<file path="src/rtl/spa_pkg.sv">
`timescale 1ns / 1ps
`default_nettype none

package spa_pkg;

   localparam int COEF_W = 16;
   localparam int EXP_W  = 16;
   localparam int SUM_W  = 17;

   typedef enum logic [1:0] {
      OP_LOAD_A = 2'd0,
      OP_LOAD_B = 2'd1,
      OP_RUN    = 2'd2
   } opcode_type;

   // One stored term as it sits in a list memory.
   typedef struct packed {
      logic signed [COEF_W-1:0] coef;
      logic        [EXP_W-1:0]  expo;
   } term_type;

   localparam int TERM_W = $bits(term_type);

   // What the compare/add unit decides for one merge step.
   typedef struct packed {
      logic                    done;
      logic                    take_a;
      logic                    take_b;
      logic                    keep;
      logic signed [SUM_W-1:0] coef;
      logic        [EXP_W-1:0] expo;
   } step_type;

endpackage

`default_nettype wire

</file>
<file path="src/rtl/spa_if.sv">
`timescale 1ns / 1ps
`default_nettype none

interface spa_req_if
   import spa_pkg::*;
   ();
   logic                     valid;
   logic                     ready;
   logic [1:0]               opcode;
   logic signed [COEF_W-1:0] coefficient;
   logic [EXP_W-1:0]         exponent;

   modport source (output valid, output opcode, output coefficient, output exponent,
                   input ready);
   modport sink   (input valid, input opcode, input coefficient, input exponent,
                   output ready);
endinterface

interface spa_rsp_if
   import spa_pkg::*;
   ();
   logic                    valid;
   logic                    ready;
   logic signed [SUM_W-1:0] sum_coefficient;
   logic [EXP_W-1:0]        sum_exponent;
   logic                    is_last;
   logic                    is_empty;
   logic                    overflowed;

   modport source (output valid, output sum_coefficient, output sum_exponent,
                   output is_last, output is_empty, output overflowed, input ready);
   modport sink   (input valid, input sum_coefficient, input sum_exponent,
                   input is_last, input is_empty, input overflowed, output ready);
endinterface

`default_nettype wire

</file>
<file path="src/rtl/spa_ram.sv">
`timescale 1ns / 1ps
`default_nettype none

module spa_ram #(
   parameter int WIDTH  = 32,
   parameter int DEPTH  = 32,
   parameter int ADDR_W = (DEPTH > 1) ? $clog2(DEPTH) : 1
) (
   input  wire logic              clock,
   input  wire logic              wr_en,
   input  wire logic [ADDR_W-1:0] wr_addr,
   input  wire logic [WIDTH-1:0]  wr_data,
   input  wire logic [ADDR_W-1:0] rd_addr,
   output      logic [WIDTH-1:0]  rd_data
);

   logic [WIDTH-1:0] mem_ff [DEPTH];
   logic [WIDTH-1:0] rd_data_ff;

   always_ff @(posedge clock) begin
      if (wr_en) begin
         mem_ff[wr_addr] <= wr_data;
      end
      rd_data_ff <= mem_ff[rd_addr];
   end

   assign rd_data = rd_data_ff;

endmodule

`default_nettype wire

</file>
<file path="src/rtl/spa_cmpadd.sv">
`timescale 1ns / 1ps
`default_nettype none

module spa_cmpadd
   import spa_pkg::*;
(
   input  wire term_type a_term,
   input  wire logic     a_ok,
   input  wire term_type b_term,
   input  wire logic     b_ok,
   output      step_type step
);

   logic signed [SUM_W-1:0] a_ext;
   logic signed [SUM_W-1:0] b_ext;
   logic signed [SUM_W-1:0] sum;

   assign a_ext = SUM_W'(a_term.coef);
   assign b_ext = SUM_W'(b_term.coef);
   assign sum   = a_ext + b_ext;

   always_comb begin
      step = '0;
      if (a_ok && b_ok) begin
         if (a_term.expo > b_term.expo) begin
            step.take_a = 1'b1;
            step.keep   = 1'b1;
            step.coef   = a_ext;
            step.expo   = a_term.expo;
         end else if (a_term.expo < b_term.expo) begin
            step.take_b = 1'b1;
            step.keep   = 1'b1;
            step.coef   = b_ext;
            step.expo   = b_term.expo;
         end else begin
            // equal exponents: add, drop the term when it cancels
            step.take_a = 1'b1;
            step.take_b = 1'b1;
            step.keep   = (sum != '0);
            step.coef   = sum;
            step.expo   = a_term.expo;
         end
      end else if (a_ok) begin
         step.take_a = 1'b1;
         step.keep   = 1'b1;
         step.coef   = a_ext;
         step.expo   = a_term.expo;
      end else if (b_ok) begin
         step.take_b = 1'b1;
         step.keep   = 1'b1;
         step.coef   = b_ext;
         step.expo   = b_term.expo;
      end else begin
         step.done = 1'b1;
      end
   end

endmodule

`default_nettype wire

</file>
<file path="src/rtl/sparse_polynomial_adder_unit.sv">
`timescale 1ns / 1ps
`default_nettype none

// Load word: accepted while idle, no response word.
// Run word: each merge step reads the list memories (S_READ), then compares and adds
//    (S_CMP); every emitted word waits in S_DRAIN until rsp ready is seen.
// The next request word is taken once the last word of a run has been delivered.
// Synchronous reset clears the list counts, the overflow flag and the sequencer.
module sparse_polynomial_adder_unit
   import spa_pkg::*;
#(
   parameter int TERM_DEPTH = 32
) (
   input wire logic clock,
   input wire logic reset,
   spa_req_if.sink   req_bus,
   spa_rsp_if.source rsp_bus
);

   localparam int CNT_W  = $clog2(TERM_DEPTH + 1);
   localparam int ADDR_W = (TERM_DEPTH > 1) ? $clog2(TERM_DEPTH) : 1;

   typedef enum logic [3:0] {
      S_IDLE  = 4'b0001,
      S_READ  = 4'b0010,
      S_CMP   = 4'b0100,
      S_DRAIN = 4'b1000
   } state_type;

   state_type state_ff, state_in;

   logic [CNT_W-1:0] count_a_ff, count_a_in;
   logic [CNT_W-1:0] count_b_ff, count_b_in;
   logic [CNT_W-1:0] ia_ff, ia_in;
   logic [CNT_W-1:0] ib_ff, ib_in;
   logic             ovf_ff, ovf_in;
   logic             final_ff, final_in;

   // held term: emitted only once we know whether it is the last one
   logic                    pend_valid_ff, pend_valid_in;
   logic signed [SUM_W-1:0] pend_coef_ff, pend_coef_in;
   logic [EXP_W-1:0]        pend_expo_ff, pend_expo_in;

   // response word register
   logic signed [SUM_W-1:0] out_coef_ff, out_coef_in;
   logic [EXP_W-1:0]        out_expo_ff, out_expo_in;
   logic                    out_last_ff, out_last_in;
   logic                    out_empty_ff, out_empty_in;

   logic       req_fire;
   logic       wr_a, wr_b;
   term_type   wr_term;
   term_type   a_term, b_term;
   logic       a_ok, b_ok;
   step_type   step;
   opcode_type req_op;

   assign req_op   = opcode_type'(req_bus.opcode);
   assign req_fire = req_bus.valid && req_bus.ready;

   assign wr_term.coef = req_bus.coefficient;
   assign wr_term.expo = req_bus.exponent;
   assign wr_a = req_fire && (req_op == OP_LOAD_A) && (count_a_ff < CNT_W'(TERM_DEPTH));
   assign wr_b = req_fire && (req_op == OP_LOAD_B) && (count_b_ff < CNT_W'(TERM_DEPTH));

   spa_ram #(
      .WIDTH (TERM_W),
      .DEPTH (TERM_DEPTH),
      .ADDR_W(ADDR_W)
   ) u_ram_a (
      .clock  (clock),
      .wr_en  (wr_a),
      .wr_addr(count_a_ff[ADDR_W-1:0]),
      .wr_data(wr_term),
      .rd_addr(ia_ff[ADDR_W-1:0]),
      .rd_data(a_term)
   );

   spa_ram #(
      .WIDTH (TERM_W),
      .DEPTH (TERM_DEPTH),
      .ADDR_W(ADDR_W)
   ) u_ram_b (
      .clock  (clock),
      .wr_en  (wr_b),
      .wr_addr(count_b_ff[ADDR_W-1:0]),
      .wr_data(wr_term),
      .rd_addr(ib_ff[ADDR_W-1:0]),
      .rd_data(b_term)
   );

   assign a_ok = (ia_ff < count_a_ff);
   assign b_ok = (ib_ff < count_b_ff);

   spa_cmpadd u_cmpadd (
      .a_term(a_term),
      .a_ok  (a_ok),
      .b_term(b_term),
      .b_ok  (b_ok),
      .step  (step)
   );

   always_comb begin
      state_in      = state_ff;
      count_a_in    = count_a_ff;
      count_b_in    = count_b_ff;
      ia_in         = ia_ff;
      ib_in         = ib_ff;
      ovf_in        = ovf_ff;
      final_in      = final_ff;
      pend_valid_in = pend_valid_ff;
      pend_coef_in  = pend_coef_ff;
      pend_expo_in  = pend_expo_ff;
      out_coef_in   = out_coef_ff;
      out_expo_in   = out_expo_ff;
      out_last_in   = out_last_ff;
      out_empty_in  = out_empty_ff;

      unique case (state_ff)
         S_IDLE: begin
            if (req_fire) begin
               unique case (req_op)
                  OP_LOAD_A: begin
                     // append, or drop and flag when the list is full
                     if (wr_a) begin
                        count_a_in = count_a_ff + CNT_W'(1);
                     end else begin
                        ovf_in = 1'b1;
                     end
                  end
                  OP_LOAD_B: begin
                     if (wr_b) begin
                        count_b_in = count_b_ff + CNT_W'(1);
                     end else begin
                        ovf_in = 1'b1;
                     end
                  end
                  OP_RUN: begin
                     ia_in         = '0;
                     ib_in         = '0;
                     pend_valid_in = 1'b0;
                     state_in      = S_READ;
                  end
                  default: begin
                     // unused opcode: ignore
                  end
               endcase
            end
         end
         S_READ: begin
            // list memories are addressed by ia/ib; data lands next cycle
            state_in = S_CMP;
         end
         S_CMP: begin
            ia_in = ia_ff + CNT_W'(step.take_a);
            ib_in = ib_ff + CNT_W'(step.take_b);
            if (step.done) begin
               final_in = 1'b1;
               if (pend_valid_ff) begin
                  out_coef_in  = pend_coef_ff;
                  out_expo_in  = pend_expo_ff;
                  out_empty_in = 1'b0;
               end else begin
                  out_coef_in  = '0;
                  out_expo_in  = '0;
                  out_empty_in = 1'b1;
               end
               out_last_in = 1'b1;
               state_in    = S_DRAIN;
            end else if (step.keep) begin
               pend_valid_in = 1'b1;
               pend_coef_in  = step.coef;
               pend_expo_in  = step.expo;
               if (pend_valid_ff) begin
                  // a newer term exists, so the held one is not last
                  out_coef_in  = pend_coef_ff;
                  out_expo_in  = pend_expo_ff;
                  out_last_in  = 1'b0;
                  out_empty_in = 1'b0;
                  final_in     = 1'b0;
                  state_in     = S_DRAIN;
               end else begin
                  state_in = S_READ;
               end
            end else begin
               state_in = S_READ;
            end
         end
         S_DRAIN: begin
            if (rsp_bus.ready) begin
               if (final_ff) begin
                  // run complete: drop both lists and the flag
                  count_a_in = '0;
                  count_b_in = '0;
                  ovf_in     = 1'b0;
                  state_in   = S_IDLE;
               end else begin
                  state_in = S_READ;
               end
            end
         end
         default: begin
            state_in = S_IDLE;
         end
      endcase
   end

   always_ff @(posedge clock) begin
      if (reset) begin
         state_ff      <= S_IDLE;
         count_a_ff    <= '0;
         count_b_ff    <= '0;
         ovf_ff        <= 1'b0;
         final_ff      <= 1'b0;
         pend_valid_ff <= 1'b0;
      end else begin
         state_ff      <= state_in;
         count_a_ff    <= count_a_in;
         count_b_ff    <= count_b_in;
         ovf_ff        <= ovf_in;
         final_ff      <= final_in;
         pend_valid_ff <= pend_valid_in;
      end
   end

   always_ff @(posedge clock) begin
      ia_ff        <= ia_in;
      ib_ff        <= ib_in;
      pend_coef_ff <= pend_coef_in;
      pend_expo_ff <= pend_expo_in;
      out_coef_ff  <= out_coef_in;
      out_expo_ff  <= out_expo_in;
      out_last_ff  <= out_last_in;
      out_empty_ff <= out_empty_in;
   end

   assign req_bus.ready = (state_ff == S_IDLE);

   assign rsp_bus.valid           = (state_ff == S_DRAIN);
   assign rsp_bus.sum_coefficient = out_coef_ff;
   assign rsp_bus.sum_exponent    = out_expo_ff;
   assign rsp_bus.is_last         = out_last_ff;
   assign rsp_bus.is_empty        = out_empty_ff;
   assign rsp_bus.overflowed      = ovf_ff;

   // no request is taken while a response word is waiting
   a_no_overlap: assert property (@(posedge clock) disable iff (reset)
      req_bus.ready |-> !rsp_bus.valid)
      else $error("request accepted while response pending");

   // an empty sum is always the only, hence last, word of its run
   a_empty_last: assert property (@(posedge clock) disable iff (reset)
      (rsp_bus.valid && rsp_bus.is_empty) |-> rsp_bus.is_last)
      else $error("empty word not marked last");

   // delivering the last word clears both lists and the flag
   a_run_clears: assert property (@(posedge clock) disable iff (reset)
      (rsp_bus.valid && rsp_bus.ready && rsp_bus.is_last) |=>
         (count_a_ff == '0 && count_b_ff == '0 && !ovf_ff && req_bus.ready))
      else $error("run end did not clear state");

   // list fill never passes the memory depth
   a_count_bound: assert property (@(posedge clock) disable iff (reset)
      (count_a_ff <= CNT_W'(TERM_DEPTH)) && (count_b_ff <= CNT_W'(TERM_DEPTH)))
      else $error("list count beyond depth");

endmodule

`default_nettype wire

</file>
<file path="src/flat_wrapper.sv">
// flat-port wrapper written by rule: the top's interface ports become plain ports
module sparse_polynomial_adder_unit_flat import spa_pkg::*;
#(
   parameter int TERM_DEPTH = 32
)
  (clock, reset, req_bus_valid, req_bus_opcode, req_bus_coefficient, req_bus_exponent, req_bus_ready, rsp_bus_valid, rsp_bus_sum_coefficient, rsp_bus_sum_exponent, rsp_bus_is_last, rsp_bus_is_empty, rsp_bus_overflowed, rsp_bus_ready);
  spa_req_if req_bus_i ();
  spa_rsp_if rsp_bus_i ();
  input wire logic clock;
  input wire logic reset;
  input wire logic [$bits(req_bus_i.valid)-1:0] req_bus_valid;
  input wire logic [$bits(req_bus_i.opcode)-1:0] req_bus_opcode;
  input wire logic [$bits(req_bus_i.coefficient)-1:0] req_bus_coefficient;
  input wire logic [$bits(req_bus_i.exponent)-1:0] req_bus_exponent;
  output wire logic [$bits(req_bus_i.ready)-1:0] req_bus_ready;
  output wire logic [$bits(rsp_bus_i.valid)-1:0] rsp_bus_valid;
  output wire logic [$bits(rsp_bus_i.sum_coefficient)-1:0] rsp_bus_sum_coefficient;
  output wire logic [$bits(rsp_bus_i.sum_exponent)-1:0] rsp_bus_sum_exponent;
  output wire logic [$bits(rsp_bus_i.is_last)-1:0] rsp_bus_is_last;
  output wire logic [$bits(rsp_bus_i.is_empty)-1:0] rsp_bus_is_empty;
  output wire logic [$bits(rsp_bus_i.overflowed)-1:0] rsp_bus_overflowed;
  input wire logic [$bits(rsp_bus_i.ready)-1:0] rsp_bus_ready;
  assign req_bus_i.valid = req_bus_valid;
  assign req_bus_i.opcode = req_bus_opcode;
  assign req_bus_i.coefficient = req_bus_coefficient;
  assign req_bus_i.exponent = req_bus_exponent;
  assign req_bus_ready = req_bus_i.ready;
  assign rsp_bus_valid = rsp_bus_i.valid;
  assign rsp_bus_sum_coefficient = rsp_bus_i.sum_coefficient;
  assign rsp_bus_sum_exponent = rsp_bus_i.sum_exponent;
  assign rsp_bus_is_last = rsp_bus_i.is_last;
  assign rsp_bus_is_empty = rsp_bus_i.is_empty;
  assign rsp_bus_overflowed = rsp_bus_i.overflowed;
  assign rsp_bus_i.ready = rsp_bus_ready;
  sparse_polynomial_adder_unit #(.TERM_DEPTH(TERM_DEPTH)) u_core (.clock(clock), .reset(reset), .req_bus(req_bus_i), .rsp_bus(rsp_bus_i));
endmodule
</file>
<file path="config.mk">
export PLATFORM = sky130hd
export DESIGN_NAME = sparse_polynomial_adder_unit_flat
export DESIGN_NICKNAME = d
export VERILOG_FILES = /design/src/rtl/spa_pkg.sv /design/src/rtl/spa_if.sv /design/src/rtl/spa_ram.sv /design/src/rtl/spa_cmpadd.sv /design/src/rtl/sparse_polynomial_adder_unit.sv /design/src/flat_wrapper.sv
export SDC_FILE = /design/constraint.sdc
export NUM_CORES = 2
export LEC_CHECK = 0
export BUFFER_PORTS_ARGS = -buffer_cell sky130_fd_sc_hd__buf_2
export CAP_MARGIN = 20
export CORE_ASPECT_RATIO = 1.4
export CORE_UTILIZATION = 39
export CTS_BUF_LIST = sky130_fd_sc_hd__clkbuf_2 sky130_fd_sc_hd__clkbuf_4 sky130_fd_sc_hd__clkbuf_8
export CTS_CLUSTER_SIZE = 20
export DETAILED_ROUTE_END_ITERATION = 10
export HOLD_SLACK_MARGIN = 0.03
export REMOVE_ABC_BUFFERS = 1
export SLEW_MARGIN = 20
export SYNTH_ARGS = -nofsm -noshare
export SYNTH_HDL_FRONTEND = slang
export SYNTH_SLANG_ARGS = --single-unit
</file>
<file path="constraint.sdc">
create_clock -name clock -period 6.27 [get_ports clock]
set_clock_uncertainty 0.05 [all_clocks]
set_input_delay 1.5675 -clock clock [delete_from_list [all_inputs] [get_ports clock]]
set_output_delay 1.5675 -clock clock [all_outputs]
set_load 0.01 [all_outputs]
</file>
==> flow_metrics.tcl <==
set metrics [dict create \
    run_status "finished with violations" \
    violations "antenna violations, design-rule violations" \
    synth_top_cell_by_area "edfxtp_1" \
    synth.top_cell.area_share 0.751 \
    tritoncts_clock_tree "done" \
    power.net_switching_uw 6260 \
    synth_edf_count 2128 \
    row_count 202 \
    cts_num_sinks 2211 \
    worstHoldPathType "reg2reg" \
    cts_max_path_buffers 4 \
    p_leak_uw 0.0301 \
    rsz0062_at_grt "false" \
    met3WireLength_um 13500 \
    htree_levels 5 \
    critical_path.startpoint_type "flip-flop" \
    layout-area-overhead-vs-synth_pct 13.5 \
    detailedRoute.firstIterationViolations 3655 \
    fp.dieArea_um2 220000 \
    ios 76 \
    crit_path_end_kind "flip-flop" \
    via_per_inst 5.50 \
    core_area_um2 217000 \
    mostFrequentLayoutCells "edfxtp_1, mux4_2, clkbuf_8" \
    clock_latency_ns 0.96 \
    final_nets 4162 \
    chipWidth_um 397 \
    seq_area_frac_synth 0.771 \
    hold_viol_final 0 \
    finalWorstPathRequiredPeriod_ns 4.13 \
    first_global_vias 40800 \
    ys_dominant_reg_cell "edfxtp_1" \
    routabilityCongestion 0.849 \
    floorplan.initialDensity 0.393 \
    powerDensity_nw_per_um2 301 \
    number_of_antenna_violations_at_the_first_check_in_global_routing 25 \
    drc 42 \
    async_flop_share 0 \
    port_buffers 75 \
    clk_pin_slew_worst_paths_ns 0.07 \
    final_setup_slack_of_the_worst_path_ns 2.14 \
    routed_wire_length_per_instance_um 30.6 \
    final_max_slew_viol_count 0 \
    seq_power_share 0.559 \
    ys_warn_count 0 \
    total_via_count_after_detailed_routing 39700 \
    worst_endpoint_required_time_ns 6.82 \
    postCtsResizedCells 0 \
    route.layer.met1.wl_um 84600 \
    drtAntennaViolNets 1 \
    clkPwrFrac 0.406 \
    grt_pass1_wl_um 311000 \
    maxClockFrequency_mhz 242 \
    syn-mean-instance-area_um2 22.9 \
    drt_pass1_iterations 10 \
    syn-instance-count 3709 \
    die_height_um 555 \
    cts_hold_repair.buffers 0 \
    dp_slack_ns 1.42 \
    vdd_ir_drop_max_mv 0.171 \
    synth.cell_area_um2 85100 \
    track_usage 0.200 \
    final_util 0.446 \
    drive_gt1_frac 0.349 \
    post-route-period-util 0.658 \
    top_layer "met4" \
    critPathArrivalTime_ns 4.68 \
    count_of_distinct_cell_types_in_the_synthesized_netlist 72 \
    route.met2.wl_um 113000 \
    relSlewSlack 0.275 \
    globalRoute.totalOverflow 0 \
    worst-path-max-fanout 34 \
    routed_wl_um 221000 \
    ys_seq_elements 2211 \
    post_synth_main_area_contributors "edfxtp_1, mux4_2, dfxtp_1" \
    num-fill-cells 18000 \
    power.combinational.fraction 0.035 \
    timing.max_cap.violations 0 \
    cts_root_buffer "clkbuf_8" \
    setup-violations-final 0 \
    netSwitchingFraction 0.215 \
    mostFrequentLayoutCell "edfxtp_1" \
    cts_post_setup_buffers_inserted 0 \
    internal_power_uw 22800 \
    category_of_the_most_critical_setup_path "reg2reg" \
    cts_made_buffers 332 \
    hpwl_um 135000 \
    worstMarginPinSlew_ns 1.09 \
    largest_net_degree_at_the_start_of_global_routing 147 \
]
[critical path: stages, from the launching register on]
cell	delay (ns)
dfxtp_1	0.32
ha_1	0.23
fa_1	0.42
xor2_1	0.17
or4_1	0.50
nor3_2	0.16
o2111ai_1	0.15
or4b_4	0.53
a2111oi_4	0.36
and4b_1	0.44
nor3_2	0.10
buf_4	0.29
[area by class of cell]
class / instances / area [um2] / area share
Inverter: 54 / 203 / 0.00210
Clock buffer: 441 / 5460 / 0.0566
Multi-Input combinational cell: 1263 / 19100 / 0.198
Timing Repair Buffer: 207 / 1480 / 0.0154
Tap cell: 2856 / 3570 / 0.0370
Sequential cell: 2211 / 65600 / 0.679
Clock inverter: 143 / 1060 / 0.0110
Antenna cell: 34 / 85.1 / 0.000881
[power groups by stage]
stage / registers (uW) / logic, uW / clock network [uW]
4_1_cts: 16300 / 1050 / 12100
2_1_floorplan: 16600 / 512 / 0
3_3_place_gp: 16600 / 1030 / 0
3_5_place_dp: 16600 / 1050 / 0
6_report: 16300 / 1020 / 11800
5_1_grt: 16300 / 1080 / 12600
[logic make-up (layout without fill, tap and decap cells)]
| logic type | after synthesis | in the layout | synth area share |
|---|---|---|---|
| mux | 709 | 709 | 0.178 |
| other cells | 0 | 34 | 0 |
| flops | 2211 | 2211 | 0.771 |
| xor+xnor | 29 | 29 | 0.00299 |
| simple gates | 321 | 321 | 0.0181 |
| buf+inv | 235 | 845 | 0.0104 |
| compound gates | 149 | 149 | 0.0113 |
| fa+ha+maj | 55 | 55 | 0.00818 |
[metrics by stage]
step	TNS [ns]	std cells	area (um2)	total power (uW)	hold slack, ns
detailed placement	0	6591	90000	17600	0.467
global route	0	7196	96500	30000	0.501
CTS	0	7175	96500	29400	0.482
finish	0	7209	96600	29100	0.480
global placement	0	6591	90000	17600	0.465
floorplan	-1313.64	3528	84400	17100	0.409
[registers in the layout (all words and copies together) (netlist names), 16 cells and up]
| name | cells |
|---|---|
| u_core.u_ram_a.mem_ff | 1024 |
| u_core.u_ram_b.mem_ff | 1024 |
| u_core.u_ram_a.rd_data | 32 |
| u_core.u_ram_b.rd_data | 32 |
| u_core.pend_coef_ff | 17 |
| u_core.rsp_bus.sum_coefficient | 17 |
| u_core.pend_expo_ff | 16 |
| u_core.rsp_bus.sum_exponent | 16 |
[cells in the mapped netlist (all sizes together) (6+ instances only)]
| cell | n |
|---|---|
| nor3 | 14 |
| ha | 54 |
| buf | 53 |
| a21oi | 46 |
| nand3 | 38 |
| edfxtp | 2128 |
| nand4 | 10 |
| mux4 | 640 |
| nand2b | 8 |
| mux2 | 64 |
| inv | 53 |
| nor2b | 37 |
| o21ai | 45 |
| and2 | 8 |
| xor2 | 6 |
| clkbuf | 128 |
| nand2 | 63 |
| dfxtp | 83 |
| nor2 | 118 |
| a211oi | 7 |
| xnor2 | 23 |
[per-layer routing]
metal,global-route usage,vias to the layer above
met5,0,-
met4,0.0892,0
met3,0.0308,343
met2,0.338,1415
met1,0.254,21400
li1,-,16500
[final timing paths]
path	from	endpoint	slack (ns)	depth (start not counted)
hold / removal	u_core.pend_expo_ff[0]	u_core.rsp_bus.sum_exponent[0]	0.48	1
setup reg to reg	u_core.u_ram_b.rd_data[16]	u_core.rsp_bus.sum_coefficient[13]	2.14	11
hold reg to reg	u_core.pend_expo_ff[0]	u_core.rsp_bus.sum_exponent[0]	0.48	1
setup / recovery	u_core.u_ram_b.rd_data[16]	u_core.rsp_bus.sum_coefficient[13]	2.14	11
No activity file was read; power rests on OpenSTA's default activity.
